==> src/rtl/core/twd_ram.sv <==
`default_nettype none
module twd_ram #(
    parameter int WIDTH = 8,
    parameter int DEPTH = 16
) (
    input  wire logic                     i_clk,
    input  wire logic                     i_we,
    input  wire logic [$clog2(DEPTH)-1:0] i_waddr,
    input  wire logic [WIDTH-1:0]         i_wdata,
    input  wire logic                     i_re,
    input  wire logic [$clog2(DEPTH)-1:0] i_raddr,
    output logic      [WIDTH-1:0]         o_rdata
);

    logic [WIDTH-1:0] r_mem [DEPTH];

    // single write port, registered read port
    always_ff @(posedge i_clk) begin
        if (i_we) begin
            r_mem[i_waddr] <= i_wdata;
        end
        if (i_re) begin
            o_rdata <= r_mem[i_raddr];
        end
    end

endmodule
`default_nettype wire
==> config.mk <==
export PLATFORM = sky130hd
export DESIGN_NAME = twd_ram
export DESIGN_NICKNAME = d
export VERILOG_FILES = /design/src/rtl/core/twd_ram.sv
export SDC_FILE = /design/constraint.sdc
export NUM_CORES = 1
export LEC_CHECK = 0
export BUFFER_PORTS_ARGS = -buffer_cell sky130_fd_sc_hd__buf_2
export CAP_MARGIN = 5
export CORE_ASPECT_RATIO = 1.1
export CORE_MARGIN = 4
export CORE_UTILIZATION = 55
export DETAILED_ROUTE_END_ITERATION = 8
export PLACE_DENSITY_LB_ADDON = 0.2
export SYNTH_ARGS = -nofsm -noshare
export SYNTH_HDL_FRONTEND = slang
export SYNTH_SLANG_ARGS = --single-unit
==> constraint.sdc <==
create_clock -name i_clk -period 1.75 [get_ports i_clk]
set_input_delay 0 -clock i_clk [delete_from_list [all_inputs] [get_ports i_clk]]
set_output_delay 0 -clock i_clk [all_outputs]
set_load 0.03 [all_outputs]
==> flow_summary.rst <==
.. list-table::
   :header-rows: 1

   * - Metric
     - Value
   * - Floorplan die area
     - 11100 um^2
   * - Maximum fanout along the worst path
     - 1
   * - Quantity of hold-fixing buffers added after cts
     - 9
   * - DRT iter0 DRCs
     - 217
   * - Cell area power density
     - 1160 nW/um^2
   * - Total GRT Usage
     - 0.194
   * - Data arrival, critical path
     - 1.88 ns
   * - Final Hold Fails
     - 0
   * - Endpoint kind of the worst setup timing path
     - register
   * - Setup violators final
     - 0
   * - CTS buffer count
     - 17
   * - Wire length of the first global-routing pass
     - between 10 and 15 mm
   * - Required @ worst endpoint
     - a little under 2 ns
   * - Rel. slew slack
     - 0.726
   * - Number of port buffers
     - 26
   * - Highest clock rate
     - around 600 MHz
   * - Routed wire length
     - 9.84 mm
   * - Net Count, Synth
     - 248
   * - Vert. Die Dim
     - 110 um
   * - Worst clock skew
     - 0.00661 ns
   * - CTS sink cnt
     - around 140
   * - Portion of the clock cycle consumed by the worst path in the final layout
     - 0.934
   * - Sequential share of the synthesized area
     - 0.781
   * - Number of top-level pins
     - 27
   * - Design Power
     - 7.25 mW
   * - Post-Synthesis Cells
     - between 200 and 250
   * - Most used cells in the layout excluding fill and tap cells
     - edfxtp_1, buf_2, buf_4
   * - Clk pin slew, worst setup/hold paths
     - 0.06 ns
   * - Placed Instances
     - around 390
   * - HPWL reported at the end of detailed placement
     - 6.08 mm
   * - Via count of the first global-routing pass
     - 2523
   * - Post-Layout Cell Count
     - 426
   * - Net count, final
     - 316
   * - Fraction of final layout cells sized beyond drive strength 1
     - 0.311
   * - Total congestion overflow
     - 0
   * - Synthesis Warnings
     - 0
   * - Type of the tightest min-delay check
     - input pin to register
   * - Min Clock Period, post-route
     - 1.64 ns
   * - Number of distinct library cell variants in the gate-level netlist after synthesis
     - 18
   * - Number of remaining DRC errors
     - 0
   * - Number of violations of the max-capacitance limit
     - 0
   * - Seq cells post-synth
     - 136
   * - Htree depth
     - 4
   * - Width of the chip
     - a little over 100 um
   * - Cell Chain, Critical Path
     - mux4_1 > a22oi_1 > nand2_1
   * - Clk_lat worst skew
     - roughly 0.5 ns
   * - Pin count of the biggest net entering global routing
     - 33
   * - Clock tree from TritonCTS
     - yes
   * - Post-Route Setup TNS
     - 0 ns
   * - Buffers inserted by post-CTS timing repair
     - 0
   * - Netlist area before placement
     - 5230 um^2
   * - Row count
     - 37
   * - Root buffer selected by CTS
     - clkbuf_8
   * - Antenna violations before repair
     - 0
   * - Core ar.
     - 9310 um^2
   * - Number of vias per cell
     - 5.92
   * - Maximum clock insertion buffer count
     - 2
   * - Unrepaired setup endpoints after global routing
     - no
   * - Detailed-router iteration count before antenna repair
     - 4
   * - Final Slew Violations
     - 0
   * - GPL Wtd Cong
     - 0.704
   * - Number of buffers and inverters on the critical path
     - 0
   * - Area Overhead vs Synth
     - 19.7%
   * - Worst path slowest cell
     - mux4_1
   * - Top Family by Delay on Critical Path
     - multiplexers
   * - IR Drop Worst-Case VDD
     - 0.000604 V
   * - P_leak
     - 2.15 nW
   * - DR vias
     - 2523
   * - Kind of start point of the critical path
     - register
   * - Stage delay of the slowest cell on the critical path
     - roughly 0.56 ns
   * - Routed WL per cell
     - 23.1 um
   * - Average size of a mapped cell
     - 22.8 um^2
   * - Antenna viol nets, final
     - 0
   * - Most common cell after layout, fill and taps aside
     - edfxtp_1
   * - Ant diodes
     - 0
   * - Run status
     - complete, no violations
   * - Starting utilization of the core area
     - 0.562
   * - Number of gates given a new drive strength after cts
     - 0
   * - Transition time of the tightest slew-check pin
     - between 0.4 and 0.5 ns
   * - Kind of critical path
     - register to register
==> synthesized netlist by cell type, drive strengths merged <==
library cell | instances | area share
edfxtp | 136 | 0.78
mux4 | 32 | 0.15
a22oi | 16 | 0.023
nor2 | 13 | 0.0093
nand2 | 9 | 0.0065
buf | 7 | 0.011
nor3 | 4 | 0.0038
clkdlybuf4s25 | 3 | 0.0057
nand2b | 2 | 0.0024
nand3b | 2 | 0.0029
and2 | 1 | 0.0012
and2b | 1 | 0.0014
nand3 | 1 | 0.00096
nor2b | 1 | 0.0012
or3b | 1 | 0.0017
==> through the flow <==
stage | util | cell area, um^2 | hold slack (ns) | setup slack (ns)
after floorplan | - | 5230 | 0.0989 | 0.257
final | 0.672 | 6260 | 0.0631 | 0.115
after global placement | 0.606 | 5640 | 0.366 | 0.212
after CTS | 0.672 | 6260 | 0.0367 | 0.116
after detailed placement | 0.606 | 5640 | 0.369 | 0.190
after global routing | 0.672 | 6260 | 0.0360 | 0.131
==> cells by family (layout without fill, tap and decap cells) <==
group                  after synthesis  count (layout)  share of synthesized area
multiplexers                        32              32                      0.148
flip-flops                         136             136                      0.781
AND/OR/NAND/NOR                     35              35                     0.0314
AO/OA/AOI/OAI                       16              16                     0.0230
buffers and inverters               10              90                     0.0165
==> per-layer routing <==
layer,up-vias,wire length (um),track usage
met4,0,146,0.0684
met2,104,5000,0.312
met5,-,0,0
met3,16,632,0.0585
li1,1118,-,-
met1,1285,4060,0.256
==> area by class of cell <==
class	instances	area, um^2
multi-input combinational	83	1060
tap	117	146
sequential	136	4080
fill	579	3050
clock buffer	19	422
timing repair buffer	59	438
clock inverter	12	110
==> worst reg2reg max path: stages, from the launching register on <==
cell and delay [ns]:
edfxtp_1 0.40, mux4_1 0.56, a22oi_1 0.26, nand2_1 0.15
==> power by group <==
part	switching, mW	total [mW]	internal (mW)
logic	0.221	0.386	0.164
clock network	1.19	3.17	1.98
registers	0.0173	3.69	3.67
==> registers in the layout (all words and copies together), names as in the netlist <==
register  count
o_rdata       8
r_mem       128
==> path summary, 6_finish.rpt <==
check / start / end / slack [ns] / cells past startpoint
hold reg to reg: r_mem[15][0] / o_rdata[0] / 0.74 / 3
setup / recovery: r_mem[1][2] / o_rdata[2] / 0.11 / 3
setup reg to reg: r_mem[1][2] / o_rdata[2] / 0.11 / 3
hold / removal: i_waddr[0] / r_mem[0][1] / 0.06 / 3
Power figures use the tool's default switching activity.
